===== config.mk =====
export PLATFORM = sky130hd
export DESIGN_NAME = line_rasterizer_unit_flat
export DESIGN_NICKNAME = d
export VERILOG_FILES = /design/src/rtl/lr_pkg.sv /design/src/rtl/lr_if.sv /design/src/rtl/line_rasterizer_unit.sv /design/src/rtl/lr_front.sv /design/src/rtl/lr_queue.sv /design/src/rtl/lr_back.sv /design/src/flat_wrapper.sv
export SDC_FILE = /design/constraint.sdc
export NUM_CORES = 1
export LEC_CHECK = 0
export BUFFER_PORTS_ARGS = -buffer_cell sky130_fd_sc_hd__buf_2
export CAP_MARGIN = 20
export CORE_MARGIN = 2
export CORE_UTILIZATION = 56
export CTS_CLUSTER_DIAMETER = 150
export CTS_CLUSTER_SIZE = 16
export DETAILED_ROUTE_END_ITERATION = 10
export PLACE_DENSITY = 0.77
export SKIP_LAST_GASP = 1
export SLEW_MARGIN = 20
export SYNTH_ARGS = -nofsm -noshare
export SYNTH_HDL_FRONTEND = slang
export SYNTH_SLANG_ARGS = --single-unit

===== constraint.sdc =====
create_clock -name clk -period 6.1 [get_ports clk]
set_input_delay 0 -clock clk [delete_from_list [all_inputs] [get_ports clk]]
set_output_delay 0 -clock clk [all_outputs]
set_load 0.1 [all_outputs]

===== src/rtl/lr_pkg.sv =====
`timescale 1ns / 1ps
package lr_pkg;

  typedef enum logic {
    ACT_START = 1'b0,
    ACT_STEP  = 1'b1
  } action_t;

  localparam int CFG_W     = 12;
  localparam int CFG_IDX_W = 2;

  localparam logic [CFG_IDX_W-1:0] REG_SCREEN_WIDTH  = 2'd0;
  localparam logic [CFG_IDX_W-1:0] REG_SCREEN_HEIGHT = 2'd1;

  localparam logic [CFG_W-1:0] SCREEN_WIDTH_RST  = 12'd800;
  localparam logic [CFG_W-1:0] SCREEN_HEIGHT_RST = 12'd800;

  typedef struct packed {
    logic line_active;
    logic fire;
    logic fire_last;
  } lr_status_t;

endpackage


===== src/rtl/lr_if.sv =====
`timescale 1ns / 1ps
interface lr_cmd_if #(parameter int COORD_BITS = 12);
  logic                         valid;
  logic                         ready;
  logic                         action;
  logic signed [COORD_BITS-1:0] start_x;
  logic signed [COORD_BITS-1:0] start_y;
  logic signed [COORD_BITS-1:0] end_x;
  logic signed [COORD_BITS-1:0] end_y;

  modport source (output valid, action, start_x, start_y, end_x, end_y, input ready);
  modport sink   (input valid, action, start_x, start_y, end_x, end_y, output ready);
endinterface

interface lr_pix_if #(parameter int COORD_BITS = 12);
  logic                         valid;
  logic                         ready;
  logic signed [COORD_BITS-1:0] pixel_x;
  logic signed [COORD_BITS-1:0] pixel_y;
  logic                         on_screen;
  logic                         last;

  modport source (output valid, pixel_x, pixel_y, on_screen, last, input ready);
  modport sink   (input valid, pixel_x, pixel_y, on_screen, last, output ready);
endinterface


===== src/rtl/line_rasterizer_unit.sv =====
`timescale 1ns / 1ps
// channel   dir  handshake        payload
// cmd       in   valid / ready    action, start_x, start_y, end_x, end_y
// pix       out  valid / ready    pixel_x, pixel_y, on_screen, last
// cfg       in   cfg_we           cfg_index, cfg_wdata (no read-back)
//
// One word per cycle sustained on cmd and pix while pix does not stall; a step word passes
// through one queue slot, then the output register, before it is shown on pix.
// The front end sets up each line combinationally and writes a two-entry queue.
// Synchronous reset clears the queue, the line state and the output register.
// A stall on pix holds the back end; the queue then fills and drops cmd ready.
module line_rasterizer_unit import lr_pkg::*; #(
  parameter int COORD_BITS = 12
) (
  input  logic                 clk,
  input  logic                 rst,
  input  logic                 cfg_we,
  input  logic [CFG_IDX_W-1:0] cfg_index,
  input  logic [CFG_W-1:0]     cfg_wdata,
  lr_cmd_if.sink               cmd,
  lr_pix_if.source             pix
);

  localparam int CMD_W = 4 * COORD_BITS + 5;

  logic [CFG_W-1:0] screen_width, screen_height;
  logic             q_push, q_ready, q_pop, q_valid;
  logic [CMD_W-1:0] q_wdata, q_rdata;
  lr_status_t       status;

  always_ff @(posedge clk) begin
    if (rst) begin
      screen_width  <= SCREEN_WIDTH_RST;
      screen_height <= SCREEN_HEIGHT_RST;
    end else if (cfg_we) begin
      unique case (cfg_index)
        REG_SCREEN_WIDTH:  screen_width  <= cfg_wdata;
        REG_SCREEN_HEIGHT: screen_height <= cfg_wdata;
        default: ;
      endcase
    end
  end

  lr_front #(.COORD_BITS(COORD_BITS), .CMD_W(CMD_W)) u_front (
    .cmd     (cmd),
    .q_push  (q_push),
    .q_wdata (q_wdata),
    .q_ready (q_ready)
  );

  lr_queue #(.WIDTH(CMD_W)) u_queue (
    .clk   (clk),
    .rst   (rst),
    .push  (q_push),
    .wdata (q_wdata),
    .ready (q_ready),
    .pop   (q_pop),
    .rdata (q_rdata),
    .valid (q_valid)
  );

  lr_back #(.COORD_BITS(COORD_BITS), .CMD_W(CMD_W)) u_back (
    .clk           (clk),
    .rst           (rst),
    .q_valid       (q_valid),
    .q_rdata       (q_rdata),
    .q_pop         (q_pop),
    .screen_width  (screen_width),
    .screen_height (screen_height),
    .pix           (pix),
    .status        (status)
  );

  a_last_ends_line: assert property (@(posedge clk) disable iff (rst)
    status.fire_last |=> !status.line_active)
    else $error("line still active after its last pixel");

  a_fire_fills_out: assert property (@(posedge clk) disable iff (rst)
    status.fire |=> pix.valid)
    else $error("pixel produced but output register empty");

  a_fire_needs_line: assert property (@(posedge clk) disable iff (rst)
    status.fire |-> q_valid && status.line_active)
    else $error("pixel produced without a queued step on an active line");

endmodule


===== src/rtl/lr_front.sv =====
`timescale 1ns / 1ps
module lr_front import lr_pkg::*; #(
  parameter int COORD_BITS = 12,
  parameter int CMD_W      = 4 * COORD_BITS + 5
) (
  lr_cmd_if.sink           cmd,
  output logic             q_push,
  output logic [CMD_W-1:0] q_wdata,
  input  logic             q_ready
);

  localparam int C = COORD_BITS;

  logic signed [C:0]   dx, dy;
  logic        [C:0]   adx, ady;
  logic                major_is_y;
  logic                step_down;
  logic signed [C-1:0] a1, b1, a2, b2;
  logic        [C:0]   da, db;
  logic                swap;
  logic signed [C-1:0] cur_major, cur_minor;
  logic                is_start;

  always_comb begin
    dx = {cmd.end_x[C-1], cmd.end_x} - {cmd.start_x[C-1], cmd.start_x};
    dy = {cmd.end_y[C-1], cmd.end_y} - {cmd.start_y[C-1], cmd.start_y};
    adx = dx[C] ? $unsigned(-dx) : $unsigned(dx);
    ady = dy[C] ? $unsigned(-dy) : $unsigned(dy);
    major_is_y = adx < ady;
    step_down = ((dx > 0) && (dy < 0)) || ((dx < 0) && (dy > 0));
    if (major_is_y) begin
      a1 = cmd.start_y; b1 = cmd.start_x; a2 = cmd.end_y; b2 = cmd.end_x;
      da = ady; db = adx;
    end else begin
      a1 = cmd.start_x; b1 = cmd.start_y; a2 = cmd.end_x; b2 = cmd.end_y;
      da = adx; db = ady;
    end
    swap = (b2 < b1) || ((b2 == b1) && (a2 < a1));
    cur_major = swap ? a2 : a1;
    cur_minor = swap ? b2 : b1;
  end

  always_comb begin
    unique case (action_t'(cmd.action))
      ACT_START: is_start = 1'b1;
      ACT_STEP:  is_start = 1'b0;
    endcase
  end

  assign q_wdata   = {is_start, major_is_y, step_down, cur_major, cur_minor, da, db};
  assign q_push    = cmd.valid;
  assign cmd.ready = q_ready;

endmodule


===== src/rtl/lr_queue.sv =====
`timescale 1ns / 1ps
module lr_queue import lr_pkg::*; #(
  parameter int WIDTH = 53
) (
  input  logic             clk,
  input  logic             rst,
  input  logic             push,
  input  logic [WIDTH-1:0] wdata,
  output logic             ready,
  input  logic             pop,
  output logic [WIDTH-1:0] rdata,
  output logic             valid
);

  localparam int DEPTH = 2;

  logic [WIDTH-1:0] slots [DEPTH];
  logic             wptr, rptr;
  logic [1:0]       count;
  logic             do_push, do_pop;

  assign ready   = (count != 2'(DEPTH));
  assign valid   = (count != 2'd0);
  assign rdata   = slots[rptr];
  assign do_push = push && ready;
  assign do_pop  = pop && valid;

  always_ff @(posedge clk) begin
    if (do_push) begin
      slots[wptr] <= wdata;
    end
  end

  always_ff @(posedge clk) begin
    if (rst) begin
      wptr  <= 1'b0;
      rptr  <= 1'b0;
      count <= 2'd0;
    end else begin
      if (do_push) begin
        wptr <= ~wptr;
      end
      if (do_pop) begin
        rptr <= ~rptr;
      end
      if (do_push && !do_pop) begin
        count <= count + 2'd1;
      end else if (do_pop && !do_push) begin
        count <= count - 2'd1;
      end
    end
  end

endmodule


===== src/rtl/lr_back.sv =====
`timescale 1ns / 1ps
module lr_back import lr_pkg::*; #(
  parameter int COORD_BITS = 12,
  parameter int CMD_W      = 4 * COORD_BITS + 5
) (
  input  logic             clk,
  input  logic             rst,
  input  logic             q_valid,
  input  logic [CMD_W-1:0] q_rdata,
  output logic             q_pop,
  input  logic [CFG_W-1:0] screen_width,
  input  logic [CFG_W-1:0] screen_height,
  lr_pix_if.source         pix,
  output lr_status_t       status
);

  localparam int C  = COORD_BITS;
  localparam int CW = (C > CFG_W) ? C : CFG_W;

  logic                c_start, c_is_y, c_down;
  logic signed [C-1:0] c_major, c_minor;
  logic        [C:0]   c_da, c_db;

  logic signed [C-1:0] cur_major, cur_minor;
  logic signed [C+1:0] err_term;
  logic        [C:0]   major_delta, minor_delta, pixels_left;
  logic                major_is_y, major_step_down;
  logic                out_valid;

  logic                out_free, active, fire;
  logic signed [C-1:0] px, py;
  logic        [CW-1:0] px_u, py_u;
  logic                on_now, last_now;
  logic signed [C+1:0] err_sub, err_next;

  assign {c_start, c_is_y, c_down, c_major, c_minor, c_da, c_db} = q_rdata;

  always_comb begin
    out_free = !out_valid || pix.ready;
    active   = (pixels_left != '0);
    q_pop    = q_valid && (c_start || !active || out_free);
    fire     = q_pop && !c_start && active;
    px       = major_is_y ? cur_minor : cur_major;
    py       = major_is_y ? cur_major : cur_minor;
    px_u     = CW'($unsigned(px));
    py_u     = CW'($unsigned(py));
    on_now   = !px[C-1] && !py[C-1] && (px_u < CW'(screen_width))
               && (py_u < CW'(screen_height));
    last_now = (pixels_left == (C+1)'(1));
    err_sub  = err_term[C+1] ? err_term : err_term - (C+2)'(major_delta);
    err_next = err_sub + (C+2)'(minor_delta);
  end

  always_ff @(posedge clk) begin
    if (rst) begin
      cur_major       <= '0;
      cur_minor       <= '0;
      err_term        <= '0;
      major_delta     <= '0;
      minor_delta     <= '0;
      pixels_left     <= '0;
      major_is_y      <= 1'b0;
      major_step_down <= 1'b0;
    end else if (q_pop && c_start) begin
      cur_major       <= c_major;
      cur_minor       <= c_minor;
      err_term        <= (C+2)'(c_db) - (C+2)'(c_da);
      major_delta     <= c_da;
      minor_delta     <= c_db;
      pixels_left     <= c_da;
      major_is_y      <= c_is_y;
      major_step_down <= c_down;
    end else if (fire) begin
      if (!err_term[C+1]) begin
        cur_minor <= cur_minor + C'(1);
      end
      err_term    <= err_next;
      cur_major   <= major_step_down ? cur_major - C'(1) : cur_major + C'(1);
      pixels_left <= pixels_left - (C+1)'(1);
    end
  end

  always_ff @(posedge clk) begin
    if (rst) begin
      out_valid <= 1'b0;
    end else if (fire) begin
      out_valid <= 1'b1;
    end else if (pix.ready) begin
      out_valid <= 1'b0;
    end
  end

  always_ff @(posedge clk) begin
    if (fire) begin
      pix.pixel_x   <= px;
      pix.pixel_y   <= py;
      pix.on_screen <= on_now;
      pix.last      <= last_now;
    end
  end

  assign pix.valid          = out_valid;
  assign status.line_active = active;
  assign status.fire        = fire;
  assign status.fire_last   = fire && last_now;

endmodule

===== src/flat_wrapper.sv =====
// flat-port wrapper written by rule: the top's interface ports become plain ports
module line_rasterizer_unit_flat import lr_pkg::*;
#(
  parameter int COORD_BITS = 12
)
  (clk, rst, cfg_we, cfg_index, cfg_wdata, cmd_valid, cmd_action, cmd_start_x, cmd_start_y, cmd_end_x, cmd_end_y, cmd_ready, pix_valid, pix_pixel_x, pix_pixel_y, pix_on_screen, pix_last, pix_ready);
  lr_cmd_if #(.COORD_BITS(COORD_BITS)) cmd_i ();
  lr_pix_if #(.COORD_BITS(COORD_BITS)) pix_i ();
  input  logic clk;
  input  logic rst;
  input  logic cfg_we;
  input  logic [CFG_IDX_W-1:0] cfg_index;
  input  logic [CFG_W-1:0] cfg_wdata;
  input wire logic [$bits(cmd_i.valid)-1:0] cmd_valid;
  input wire logic [$bits(cmd_i.action)-1:0] cmd_action;
  input wire logic [$bits(cmd_i.start_x)-1:0] cmd_start_x;
  input wire logic [$bits(cmd_i.start_y)-1:0] cmd_start_y;
  input wire logic [$bits(cmd_i.end_x)-1:0] cmd_end_x;
  input wire logic [$bits(cmd_i.end_y)-1:0] cmd_end_y;
  output wire logic [$bits(cmd_i.ready)-1:0] cmd_ready;
  output wire logic [$bits(pix_i.valid)-1:0] pix_valid;
  output wire logic [$bits(pix_i.pixel_x)-1:0] pix_pixel_x;
  output wire logic [$bits(pix_i.pixel_y)-1:0] pix_pixel_y;
  output wire logic [$bits(pix_i.on_screen)-1:0] pix_on_screen;
  output wire logic [$bits(pix_i.last)-1:0] pix_last;
  input wire logic [$bits(pix_i.ready)-1:0] pix_ready;
  assign cmd_i.valid = cmd_valid;
  assign cmd_i.action = cmd_action;
  assign cmd_i.start_x = cmd_start_x;
  assign cmd_i.start_y = cmd_start_y;
  assign cmd_i.end_x = cmd_end_x;
  assign cmd_i.end_y = cmd_end_y;
  assign cmd_ready = cmd_i.ready;
  assign pix_valid = pix_i.valid;
  assign pix_pixel_x = pix_i.pixel_x;
  assign pix_pixel_y = pix_i.pixel_y;
  assign pix_on_screen = pix_i.on_screen;
  assign pix_last = pix_i.last;
  assign pix_i.ready = pix_ready;
  line_rasterizer_unit #(.COORD_BITS(COORD_BITS)) u_core (.clk(clk), .rst(rst), .cfg_we(cfg_we), .cfg_index(cfg_index), .cfg_wdata(cfg_wdata), .cmd(cmd_i), .pix(pix_i));
endmodule

# --- Yosys cells after proc, flatten, opt, wreduce, memory -nomap -nowiden ---
# Memories as Yosys holds them, arrays and structs flattened. A register that Yosys moved wholly into a read port is not among the register bits.
# Index checks and enable logic that the tools add are counted.
totals:
  n_memories: 1
  word_cells: 116
  mem_bits_rw: 106
  regBits: 134
  output_inout_bits: 28
  in_bits: 68
memory_table:
  columns: ["memory", "words", "word_bits", "rd", "rd_clocked_by_memory_dff", "wr", "line", "source"]
  rows:
  - ["u_core.u_queue.slots", 2, 53, 1, 1, 1, "lr_queue.sv:17", "logic [WIDTH-1:0] slots [DEPTH];"]
classes:
  bitwise_logic: 3
  mux: 32
  eq_ne: 5
  addsub: 13
  magnitude_cmp: 9
  reduce_logical: 35
op_table:
  columns: ["operator", "n"]
  rows:
  - ["$mux 12", 14]
  - ["$mux 13", 6]
  - ["$lt 12x12->1", 4]
  - ["$mux 14", 3]
  - ["$gt 13x1->1 const B", 2]
  - ["$lt 13x1->1 const B", 2]
  - ["$neg 13->13", 2]
  - ["$sub 12x12->13", 2]
  - ["$add 12x2->12 const B", 2]
  - ["$add 14x13->14", 1]
  - ["$logic_and 1x1->1", 14]
  - ["$sub 13x13->14", 1]
  - ["$sub 14x13->14", 1]
  - ["$eq 13x1->1 const B", 1]
  - ["$lt 13x13->1", 1]
  - ["$reduce_bool 13->1", 1]
  - ["$sub 13x1->13 const B", 1]
  - ["$eq 12x12->1", 1]
  - ["$sub 12x2->12 const B", 1]
  - ["$reduce_bool 2->1", 4]
  - ["$logic_not 1->1", 7]
  - ["$mux 1", 6]
  - ["$reduce_and 2->1", 3]
  - ["$logic_or 1x1->1", 5]
  - ["9 further kinds", 12]

# --- Depth between registers and ports, before layout ---
# Gate-level depths: netlist of run 1.
depth:
  word_depth: 9
  depth_mapped: 33
  ltp_nobuf: 28

# --- Hierarchy ---
# Synthesis of run 1 repeated with hierarchy kept, for this count alone.
unflattened:
  cells_unflattened: 1747
  area_unflattened_um2: 16054.1
modules_own_cells:
  columns: ["module", "cells_per_inst", "area_each_um2", "seq_area_each_um2", "instances"]
  rows:
  - ["lr_back", 890, 7418.4, 2382.3, 1]
  - ["lr_queue", 189, 4042.6, 3283.1, 1]
  - ["lr_front", 572, 3593.4, 0.0, 1]
  - ["line_rasterizer_unit", 96, 999.7, 480.5, 1]

# --- Least setup slack after synthesis of run 1 ---
# OpenSTA, ideal clock, no wires.
synth_timing:
  kind: "input to register"
  startpoint: "in cmd_end_x[0]"
  endpoint: "mem u_core.u_queue.slots[0][42] (data pin)"
  path_stages: 31
  path_slack_ns: 0.146
  arrival_ns: 5.678
  n_path_buf: 5
  cell_sequence: "inv_1 > ha_1 > fa_1 > nand2b_1 > a21oi_1 > o221ai_2 > o21ba_2 > o21ai_1 > clkbuf_1 > nor2_1 > xor2_1 > inv_1 > ha_1 > nand3_1 > a21boi_0 > o221ai_1 > nand2_1 > buf_1 > clkbuf_1 > nor2_1 > a21oi_1 > ha_1 > a21o_1 > a21o_1 > a2111oi_0 > nand3b_1 > a41oi_1 > buf_2 > buf_1 > nor2_1 > a21oi_1"
synth_between:
  elab_chain_len: 9
  word_cells_on_any_way: 14
  cone_classes: "2 x add/sub; 3 x order compare; 1 x eq/ne; 6 x mux; 2 x reduce/logical"
synth_rtl:
  columns: ["item", "line", "source"]
  rows:
  - ["start, declared", "flat_wrapper.sv:18", "input wire logic [$bits(cmd_i.end_x)-1:0] cmd_end_x;"]
  - ["$sub 12x12->13", "lr_front.sv:25", "dx = {cmd.end_x[C-1], cmd.end_x} - {cmd.start_x[C-1], cmd.start_x};"]
  - ["$neg 13->13", "lr_front.sv:27", "adx = dx[C] ? $unsigned(-dx) : $unsigned(dx);"]
  - ["$mux 13", "lr_front.sv:27", null]
  - ["$lt 13x13->1", "lr_front.sv:29", "major_is_y = adx < ady;"]
  - ["$mux 12", "lr_front.sv:31", "if (major_is_y) begin"]
  - ["$lt 12x12->1 or $eq 12x12->1 (tied branches)", "lr_front.sv:38", "swap = (b2 < b1) || ((b2 == b1) && (a2 < a1));"]
  - ["$logic_and 1x1->1", "lr_front.sv:38", null]
  - ["$logic_or 1x1->1", "lr_front.sv:38", null]
  - ["$mux 12 (*)", "lr_front.sv:39", "cur_major = swap ? a2 : a1;"]
  - ["named net u_core.q_wdata[42]", "line_rasterizer_unit.sv:28", "logic [CMD_W-1:0] q_wdata, q_rdata;"]
  - ["end, declared", "lr_queue.sv:17", null]
# Mark *: on every way through the listed nets, which the timed path passes. The rest lies on a longest branch.

# --- Worst setup path after layout of run 1 ---
layout_timing:
  startpoint: "in cmd_start_x[7]"
  endpoint: "mem u_core.u_queue.slots[0][38] (data pin)"
layout_between:
  elab_chain_len: 9
  word_cells_on_any_way: 14
  cone_classes: "2 x add/sub; 3 x order compare; 1 x eq/ne; 6 x mux; 2 x reduce/logical"
layout_rtl:
  columns: ["item", "line", "source"]
  rows:
  - ["start, declared", "flat_wrapper.sv:16", "input wire logic [$bits(cmd_i.start_x)-1:0] cmd_start_x;"]
  - ["$sub 12x12->13", "lr_front.sv:25", null]
  - ["$neg 13->13", "lr_front.sv:27", null]
  - ["$mux 13", "lr_front.sv:27", null]
  - ["$lt 13x13->1", "lr_front.sv:29", null]
  - ["$mux 12", "lr_front.sv:31", null]
  - ["$lt 12x12->1 or $eq 12x12->1 (tied branches)", "lr_front.sv:38", null]
  - ["$logic_and 1x1->1", "lr_front.sv:38", null]
  - ["$logic_or 1x1->1", "lr_front.sv:38", null]
  - ["$mux 12 (*)", "lr_front.sv:39", null]
  - ["named net u_core.q_wdata[38]", "line_rasterizer_unit.sv:28", null]
# Marks and branches as above.

==> reports/results.ini, run 1 <==
[yosys]
synth_compound_area_share_pct = 15.90
synth.mux.area_fraction_pct = 9.033
synth_top_family_by_area = compound AO/OA/AOI/OAI gates
synthAdderAreaFrac_pct = 11.70
synth_area_mm2 = 0.01568
synth-async-reset-ratio_pct = 0
ys_seq_area_share_pct = 39.20
synth_top_area_share_pct = 25.28
syn_inst = 1664
syn_nets = 1875
ys_ff_latch = 241
syn_area_per_cell_um2 = 9.423
synth-edff-count = 132
yosys-top-cells-area = edfxtp_1 (25%), dfxtp_1 (14%), ha_1 (11%), mux2i_1 (4.7%), nor2_1 (4.5%)
synth_top_area_cell = edfxtp_1
synth-xor-area-share_pct = 4.692
ys.flop_type = edfxtp_1
ys_warn_count = 0
yosysUniqueCellTypes = 82
synthSimpleGateAreaFrac_pct = 15.21

[floorplan]
die_y_um = 171.3
initial_core_util_pct = 56.60
die_area_mm2 = 0.02935
rows = 61
core_mm2 = 0.02771
num_io_pins = 96
fp.dieW_um = 171.3

[global_route]
grt_first_pass_wirelength_um = 62070
grt_use_met3_pct = 2.876
met1_usage_pct = 36.49
overflow = 0
global_route.peak_usage_layer = met2
grt.met2_usage_pct = 43.88
antenna_found_initial = 0
track_usage_pct = 26.44
grt_start_max_net_pins = 83
grt_pass1_vias = 12250

[power]
power_density_mw_per_mm2 = 610.5
p_leak_nw = 7.151
max-vdd-ir-drop_uv = 492.7

[sta]
setup_viol = 0
fin_crit_ps = 5737
slew_viol_final = 0
finalHoldViolCount = 0
min_period_over_period_pct = 94.04
fin_skew_ps = 20.93
worst_slew_pin_slew_ps = 1066
layout_setup_ws_ps = 363.3
fmax_mhz = 174.3
max-slew-margin-rel_pct = 28.84

[detailed_routing]
vias = 12890
vias_per_cell = 5.935
drtPass1Iterations = 6
drt-total-wl_um = 39230
avgRoutedWirePerCell_um = 18.07
ant_nets = 0
drt_iter0_markers = 964
drc = 0

[layout]
final_common_cell = nor2_1
antenna_cells = 0
layout_common_cells = nor2_1 (184), a21oi_1 (137), ha_1 (137)
layout.cells.non_filler = 2171
fill_cells = 2295
final-seq-area_mm2 = 0.006147
area_delta_synth_final_pct = 12.24
drive_gt1_share_pct = 14.33
multi_input_area_mm2 = 0.008945
final_nets = 1993

[setup_path]
crit_arrival_ps = 5960
r2r_start = u_core.u_back.err_term[0]
crit_top_cell = mux2i_1
cp_slowest_stage_delay_ps = 530
critPathCaptureType = flip-flop
cp.required_ps = 6330
crit_fanout = 30
cp_slowest_cell = or4_4
path_class = in -> reg
startpoint = cmd_start_x[7]
cp-start-kind = input pin

[cts]
h-tree-depth = 1
clk_latency_ps = 500
root_buffer = clkbuf_16
cts_tree = built
clock_path_buffers = 3
clkTransAtPathRegs_ps = 70
post-cts-setup-buffers = 0
cts_buffers = 19
cts_sinks = 241

[run]
drv_cap = 0

[place]
dp_hpwl_um = 29500
gp_congestion = 1.006
io_buffers = 95
dpl.cell_count = 2118
dpl_worst_slack_ps = -251.3

[status]
outcome = finished, final reports clean

[hold_path]
hp-start = cfg_index[1]
hp-class = in -> reg

==> per-stage QoR <==
step                TNS, ps  area (um^2)  util, %  total power [mW]  hold slack (ps)
detailed placement    -7795        16810    60.67             9.487            224.6
CTS                       0        17560    63.37             10.67            1.005
global placement     -692.5        16810    60.67             9.258            222.4
floorplan                 0        15680        -             7.795            117.8
global route         -13.46        17600    63.52             11.52            21.07
finish                    0        17600    63.52             10.74            23.85
==> kinds of logic after synthesis <==
| kind of cell | after synthesis |
|---|---|
| multiplexers | 133 |
| AO/OA/AOI/OAI | 387 |
| AND/OR/NAND/NOR | 501 |
| buffers and inverters | 175 |
| adder cells (fa/ha/maj) | 143 |
| XOR/XNOR | 84 |
| flip-flops | 241 |
==> cell type report <==
class                   count  share of cell area [%]
multi-input cells        1248                   50.82
flip-flops and latches    241                   34.93
repair buffers            165                   6.214
clock buffers              30                   2.936
well taps                 378                   2.687
inverters                 107                   2.296
clock inverters             2                  0.1137
==> what timing repair did <==
item,4_1_cts,5_1_grt
hold buffers,21,0
resized for setup,0,9
setup endpoints to repair,0,48
hold endpoints to repair,60,0
==> report_power, final <==
| part | leakage (nW) | internal [mW] | switching, mW |
|---|---|---|---|
| clock | 0.260 | 0.588 | 0.561 |
| combinational | 4.76 | 2.60 | 4.08 |
| sequential | 2.13 | 2.58 | 0.335 |
==> final timing paths <==
path / endpoint / slack [ps] / cells past startpoint
hold / removal: u_core.screen_width[11] / 20 / 5
setup reg to reg: u_core.u_back.err_term[13] / 1850 / 19
hold reg to reg: u_core.screen_height[2] / 460 / 2
setup / recovery: u_core.u_queue.slots[0][38] / 360 / 28
==> sequential cells by signal, summed over array words and instances, names as in the netlist, 13 cells and up, named ones only <==
register                   count
u_core.u_back.pixels_left     13
u_core.u_back.major_delta     13
u_core.u_back.minor_delta     13
u_core.u_queue.slots         106
u_core.u_back.err_term        14
==> cell usage after synthesis (all sizes together), types with 4 or more instances <==
cell,n
xnor2,50
fa,6
and3,10
nor4,8
nor3,53
or2,8
xor2,34
clkbuf,43
o21bai,4
o21ai,60
a31oi,9
or3,13
o211ai,7
nor2b,17
edfxtp,132
nand3b,7
o21a,21
nand4,7
a211oi,50
nor3b,8
o41ai,5
mux2,58
dfxtp,109
a2111oi,6
a21oi,139
nand3,35
inv,106
a211o,13
mux2i,75
buf,25
nor2,189
ha,137
a21boi,5
or4,6
nand2b,12
a21o,16
o31ai,8
o22ai,7
nand2,113
a311oi,5
o221ai,4
nor4b,5
==> critical path: cells and delay by family <==
family,cells,cell delay (ps)
compound gates,5,1000
mux,5,960
fa+ha+maj,3,730
simple gates,8,1940
buf+inv,7,1320
==> metal layers <==
metal	wire length [um]	vias up
met5	0	-
met4	1139	0
met3	2147	66
met2	18230	415
met1	17700	6126
li1	-	6278
(Power assumes the default switching activity.)
==> run 2, diff against run 1 <==
Settings changed: CORE_UTILIZATION 56 to 65, PLACE_DENSITY 0.77 to 0.84.
Clock period 6.1 ns to 7.2 ns, I/O delays scaled along.
==> run 2 against run 1 <==
Die area down 14%; via count up 0.26%; sequential cell count unchanged; routed wire length down 0.79%; non-clock buffer count down 24; total power down 17%; sequential share of layout area up 0.58 points; critical endpoint is now u_core.u_queue.slots[0][48].
==> reports/results.ini, run 2 (synthesis results as in run 1) <==
[global_route]
grt_start_max_net_pins = 76  ; was 83
grt_first_pass_wirelength_um = 62090  ; was 62070 um
grt_pass1_vias = 12300  ; was 12250
overflow = 0  ; unchanged
antenna_found_initial = 1  ; was 0
track_usage_pct = 29.98  ; was 26.44%

[cts]
cts_tree = built  ; unchanged
clk_latency_ps = 510  ; was 500 ps
clock_path_buffers = 3  ; unchanged
post-cts-setup-buffers = 0  ; unchanged
root_buffer = clkbuf_16  ; unchanged
h-tree-depth = 1  ; unchanged
cts_sinks = 241  ; unchanged
clkTransAtPathRegs_ps = 70  ; about the same
cts_buffers = 19  ; unchanged
cts_resized = 0  ; unchanged

[place]
io_buffers = 95  ; unchanged
dp_hpwl_um = 28520  ; was 29500 um
gp_congestion = 1.042  ; was 1.006

[status]
outcome = finished, final reports clean  ; unchanged

[power]
p_int_mw = 4.745  ; was 5.767 mW
power_frac_seq_pct = 27.6  ; was 27.1%
switching_share_pct = 46.87  ; was 46.33%
power_frac_clock_pct = 11.1  ; was 10.7%
p_comb_share_pct = 61.3  ; was 62.2%
switchingPower_mw = 4.185  ; was 4.978 mW
power_density_mw_per_mm2 = 515.8  ; was 610.5 mW/mm^2
max-vdd-ir-drop_uv = 280.6  ; was 492.7 uV
p_leak_nw = 7.023  ; was 7.151 nW

[setup_path]
r2r_start = u_core.u_back.err_term[0]  ; unchanged
critPathCaptureType = flip-flop  ; unchanged
path_class = in -> reg  ; unchanged
crit_arrival_ps = 7000  ; was 5960 ps
worstReg2RegEnd = u_core.u_back.err_term[13]  ; unchanged
startpoint = cmd_start_y[3]  ; was cmd_start_x[7]
cp_slowest_cell = a311oi_1  ; was or4_4
cp_slowest_stage_delay_ps = 600  ; was 530 ps
cp.required_ps = 7430  ; was 6330 ps
r2r_cells = 19  ; unchanged
cp-start-kind = input pin  ; unchanged
crit_fanout = 40  ; was 30
ff2ff_setup_slack_ps = 3090  ; was 1850 ps
crit_family = compound AO/OA/AOI/OAI gates  ; was simple AND/OR/NAND/NOR gates
cp_num_buf_inv = 5  ; was 7

[detailed_routing]
drt_iter0_markers = 1193  ; was 964
ant_nets = 0  ; unchanged
vias_per_cell = 6.187  ; was 5.935
drtPass1Iterations = 6  ; unchanged
avgRoutedWirePerCell_um = 18.64  ; was 18.07 um
vias = 12920  ; was 12890
drt-total-wl_um = 38920  ; was 39230 um
drc = 0  ; unchanged

[sta]
slew_viol_final = 0  ; unchanged
min_period_over_period_pct = 93.96
max-slew-margin-rel_pct = 30.22  ; was 28.84%
setup_viol = 0  ; unchanged
fmax_mhz = 147.8
fin_skew_ps = 21.12  ; was 20.93 ps
finalHoldViolCount = 0  ; unchanged
grt_setup_unrepaired = no
timing.hold.ws_ps = 30.31  ; was 23.85 ps
fin_setup_tns_ps = 0  ; unchanged
worst_slew_pin_slew_ps = 1045  ; was 1066 ps
fin_crit_ps = 6765

[layout]
largest_reg_flops = 106  ; unchanged
top_regs = u_core.u_queue.slots x106, u_core.u_back.err_term x14  ; unchanged
drive_gt1_share_pct = 12.32  ; was 14.33%
antenna_cells = 0  ; unchanged
fill_cells = 1721  ; was 2295
final_common_cell = nor2_1  ; unchanged
area_delta_synth_final_pct = 10.41  ; was 12.24%
layout_common_cells = nor2_1 (186), a21oi_1 (138), ha_1 (137)  ; was nor2_1 (184), a21oi_1 (137), ha_1 (137)
regMostFlops = u_core.u_queue.slots  ; unchanged
final_nets = 1969  ; was 1993
utilization_pct = 73.54  ; was 63.52%

[floorplan]
die_y_um = 159.3  ; was 171.3 um
rows = 56  ; was 61
die_area_mm2 = 0.02538  ; was 0.02935 mm^2
num_io_pins = 96  ; unchanged
initial_core_util_pct = 66.60  ; was 56.60%
core_mm2 = 0.02354  ; was 0.02771 mm^2
fp.dieW_um = 159.3  ; was 171.3 um

[hold_path]
hp-class = in -> reg  ; unchanged
holdPathEnd = u_core.u_queue.slots[0][45]  ; was u_core.screen_width[11]
min_path_cells = 3  ; was 5
hp-start = cmd_start_x[7]  ; was cfg_index[1]

[run]
drv_cap = 0  ; unchanged

==> run 2: power by group through the flow <==
| stage | logic, mW | registers, mW | clock network [mW] |
|---|---|---|---|
| 4_1_cts | 5.40 | 2.45 | 1.00 |
| 5_1_grt | 6.01 | 2.51 | 1.05 |
| 6_report | 5.48 | 2.46 | 0.991 |
| 2_1_floorplan | 3.76 | 2.84 | 0 |
| 3_3_place_gp | 5.15 | 2.45 | 0 |
| 3_5_place_dp | 5.32 | 2.48 | 0 |
==> run 2: per-stage QoR <==
| step | power, mW | std cells | instance area [um^2] | setup WS, ps |
|---|---|---|---|---|
| after floorplan | 6.605 | 1664 | 15680 | 1246 |
| final | 8.930 | 2088 | 17310 | 434.6 |
| after global routing | 9.576 | 2088 | 17310 | 35.03 |
| after CTS | 8.852 | 2088 | 17310 | 582.5 |
| after detailed placement | 7.804 | 2026 | 16460 | 605.8 |
| after global placement | 7.602 | 2026 | 16460 | 607.5 |
==> run 2: cell type report <==
cell class	instances	area, um^2	area share [%]
Clock buffer	30	516.7	2.985
Multi-Input combinational cell	1248	8901	51.41
Clock inverter	2	33.78	0.1951
Inverter	107	404.1	2.334
Timing Repair Buffer	141	910.9	5.261
Sequential cell	241	6147	35.51
Tap cell	319	399.1	2.305
==> run 2: worst register-to-register path: stages, from the launching register on <==
cell and delay, ps:
dfxtp_1 300, inv_1 80, ha_1 200, inv_1 60, fa_1 400, a21o_1 180
a21oi_1 210, nor2b_1 100, o41ai_1 390, o21ba_2 200, xor2_1 140, o21ai_0 110
ha_1 250, nor3_1 190, o21ai_0 170, a31o_2 290, a21oi_1 230, o21ai_0 160
and3_1 210, nor3_1 160
==> run 2: routing by layer <==
layer | global-route usage [%] | vias up | part of all wire, %
li1 | - | 6232 | -
met2 | 50.08 | 546 | 46
met1 | 40.58 | 6052 | 43
met5 | 0 | - | 0.033
met4 | 9.132 | 2 | 2.8
met3 | 4.428 | 86 | 7.7
==> run 2: how the worst max path moves through the flow <==
stage	to	slack (ps)	depth (start not counted)
6_report	u_core.u_queue.slots[0][48]	430	28
5_1_grt	u_core.u_queue.slots[1][34]	40	28
4_1_cts	u_core.u_queue.slots[0][48]	580	28
3_5_place_dp	u_core.u_queue.slots[1][34]	610	27
3_3_place_gp	u_core.u_queue.slots[0][43]	610	27
2_1_floorplan	u_core.u_queue.slots[0][42]	1250	31
==> run 2: what timing repair did <==
action	in CTS	in global routing
endpoints found under the hold margin	56	0
hold buffers	30	0
setup endpoints to repair	0	0
==> run 3, diff against run 2 <==
Settings changed: SYNTH_HIERARCHICAL set to 1.
==> run 3 against run 2 <==
Combinational power increased by 4.6%; synthesized area increased by 2.3%; sequential cell count unchanged; die area increased by 2.2%; routed wire length increased by 7.5%; critical path depth increased by 2; clock skew increased by 18 ps; total power increased by 2.7%; worst setup slack improved by 22 ps.
==> reports/results.ini, run 3 <==
[status]
outcome = finished, final reports clean  ; unchanged

[cts]
cts_sinks = 241  ; unchanged
clk_latency_ps = 520  ; was 510 ps
cts_buffers = 19  ; unchanged
cts_tree = built  ; unchanged
h-tree-depth = 1  ; unchanged
root_buffer = clkbuf_16  ; unchanged
clkTransAtPathRegs_ps = 70  ; about the same
clock_path_buffers = 3  ; unchanged

[setup_path]
ff2ff_setup_slack_ps = 3060  ; was 3090 ps
cp.required_ps = 7540  ; was 7430 ps
cp-start-kind = input pin  ; unchanged
cp_slowest_stage_delay_ps = 590  ; was 600 ps
path_class = in -> reg  ; unchanged
crit_fanout = 45  ; was 40
crit_top_cell = ha_1
crit_arrival_ps = 7080  ; was 7000 ps
critPathCaptureType = flip-flop  ; unchanged
cp_slowest_cell = or4b_1  ; was a311oi_1

[floorplan]
die_y_um = 161.1  ; was 159.3 um
die_area_mm2 = 0.02594  ; was 0.02538 mm^2
num_io_pins = 96  ; unchanged
rows = 57  ; was 56
initial_core_util_pct = 66.12  ; was 66.60%
fp.dieW_um = 161.1  ; was 159.3 um
core_mm2 = 0.02425  ; was 0.02354 mm^2

[sta]
finalHoldViolCount = 0  ; unchanged
setup_viol = 0  ; unchanged
min_period_over_period_pct = 93.66  ; was 93.96%
max-slew-margin-rel_pct = 26.46  ; was 30.22%
slew_viol_final = 0  ; unchanged
worst_slew_pin_slew_ps = 1102  ; was 1045 ps
fmax_mhz = 148.3  ; was 147.8 MHz
fin_setup_tns_ps = 0  ; unchanged
layout_setup_ws_ps = 456.7  ; was 434.6 ps
fin_crit_ps = 6743  ; was 6765 ps
timing.hold.ws_ps = 21.40  ; was 30.31 ps
fin_skew_ps = 39.13  ; was 21.12 ps

[layout]
fill_cells = 1781  ; was 1721
largest_reg_flops = 106  ; unchanged
final_nets = 2043  ; was 1969
drive_gt1_share_pct = 13.99  ; was 12.32%
utilization_pct = 72.54  ; was 73.54%
layout_common_cells = nand2_1 (203), a21oi_1 (184), ha_1 (137)  ; was nor2_1 (186), a21oi_1 (138), ha_1 (137)
postLayoutCellArea_mm2 = 0.01759  ; was 0.01731 mm^2
final_common_cell = nand2_1  ; was nor2_1
regMostFlops = u_core/u_queue/slots  ; was u_core.u_queue.slots
area_delta_synth_final_pct = 9.716  ; was 10.41%
final-seq-area_mm2 = 0.006147  ; unchanged
antenna_cells = 0  ; unchanged
top_regs = u_core/u_queue/slots x106, u_core/u_back/err_term x14  ; was u_core.u_queue.slots x106, u_core.u_back.err_term x14
multi_input_area_mm2 = 0.009119  ; was 0.008901 mm^2

[place]
dp_hpwl_um = 30470  ; was 28520 um
dpl_worst_slack_ps = 246.1  ; was 605.8 ps
dpl_cell_area_mm2 = 0.01669  ; was 0.01646 mm^2
gp_congestion = 1.004  ; was 1.042
io_buffers = 95  ; unchanged

[global_route]
grt_pass1_vias = 12740  ; was 12300
grt_first_pass_wirelength_um = 65670  ; was 62090 um
overflow = 0  ; unchanged
grt_start_max_net_pins = 73  ; was 76
track_usage_pct = 31.48  ; was 29.98%
antenna_found_initial = 0  ; was 1

[power]
max-vdd-ir-drop_uv = 384.0  ; was 280.6 uV
p_leak_nw = 7.215  ; was 7.023 nW
power_frac_clock_pct = 10.7  ; was 11.1%
switching_share_pct = 48.10  ; was 46.87%
p_comb_share_pct = 62.5  ; was 61.3%
power_density_mw_per_mm2 = 521.5  ; was 515.8 mW/mm^2
p_int_mw = 4.761  ; was 4.745 mW
switchingPower_mw = 4.413  ; was 4.185 mW
power_frac_seq_pct = 26.8  ; was 27.6%

[detailed_routing]
ant_nets = 0  ; unchanged
drc = 0  ; unchanged
drt-total-wl_um = 41830  ; was 38920 um
vias_per_cell = 6.127  ; was 6.187
vias = 13280  ; was 12920
drtPass1Iterations = 6  ; unchanged
drt_iter0_markers = 1384  ; was 1193
avgRoutedWirePerCell_um = 19.29  ; was 18.64 um

[yosys]
synth_area_mm2 = 0.01603  ; was 0.01568 mm^2
syn_nets = 1955  ; was 1875
ys_warn_count = 6  ; was 0
syn_inst = 1744  ; was 1664
syn_area_per_cell_um2 = 9.193  ; was 9.423 um^2

[hold_path]
hp-class = in -> reg  ; unchanged

[run]
drv_cap = 0  ; unchanged

==> run 3: layout make-up <==
type	instances	share of cell area (%)
clock inverters	3	0.1636
flip-flops and latches	241	34.95
repair buffers	144	5.356
well taps	324	2.305
clock buffers	30	2.938
inverters	114	2.454
multi-input cells	1312	51.84
==> run 3: metal layers <==
layer	wire (um)	GRT usage, %	part of all wire [%]
met5	0	0	0
met4	1467	10.55	3.5
met3	2939	3.210	7.0
met2	19890	54.23	48
met1	17540	41.83	42
==> run 3: timing repair <==
item,in CTS,in global routing
setup endpoints to repair,0,48
endpoints found under the hold margin,46,0
resized for setup,0,7
hold buffers,33,0
buffers inserted,0,0
==> run 3: path summary, 6_finish.rpt <==
path | startpoint | to | cells after the start
worst max register to register | u_core/u_back/major_delta[1] | u_core/u_back/err_term[12] | 17
worst min register to register | u_core/u_back/major_delta[11] | u_core/u_back/major_delta[11] | 2
worst max-delay path | cmd_start_x[0] | u_core/u_queue/slots[0][31] | 30
worst min-delay path | cmd_start_y[1] | u_core/u_queue/slots[0][27] | 3
==> run 3: stage by stage <==
stage	power [mW]	instances
2_1_floorplan	6.757	1744
3_3_place_gp	7.830	2102
3_5_place_dp	8.006	2102
4_1_cts	9.050	2168
5_1_grt	9.803	2168
6_report	9.174	2168
==> run 3: power groups by stage <==
stage	sequential, mW	clock [mW]	combinational (mW)
6_report	2.46	0.981	5.73
3_3_place_gp	2.45	0	5.38
4_1_cts	2.45	0.989	5.61
2_1_floorplan	2.81	0	3.95
3_5_place_dp	2.48	0	5.53
5_1_grt	2.50	1.03	6.27
==> run 3: worst max-delay path, delay by kind of cell <==
| kind | cells | cell delay, ps |
|---|---|---|
| xor gates and xnor gates | 2 | 320 |
| adders and majority gates | 4 | 1240 |
| buffers and inverters | 5 | 1410 |
| AOI/OAI and AO/OA | 11 | 2400 |
| muxes | 1 | 230 |
| and+or+nand+nor | 7 | 1460 |
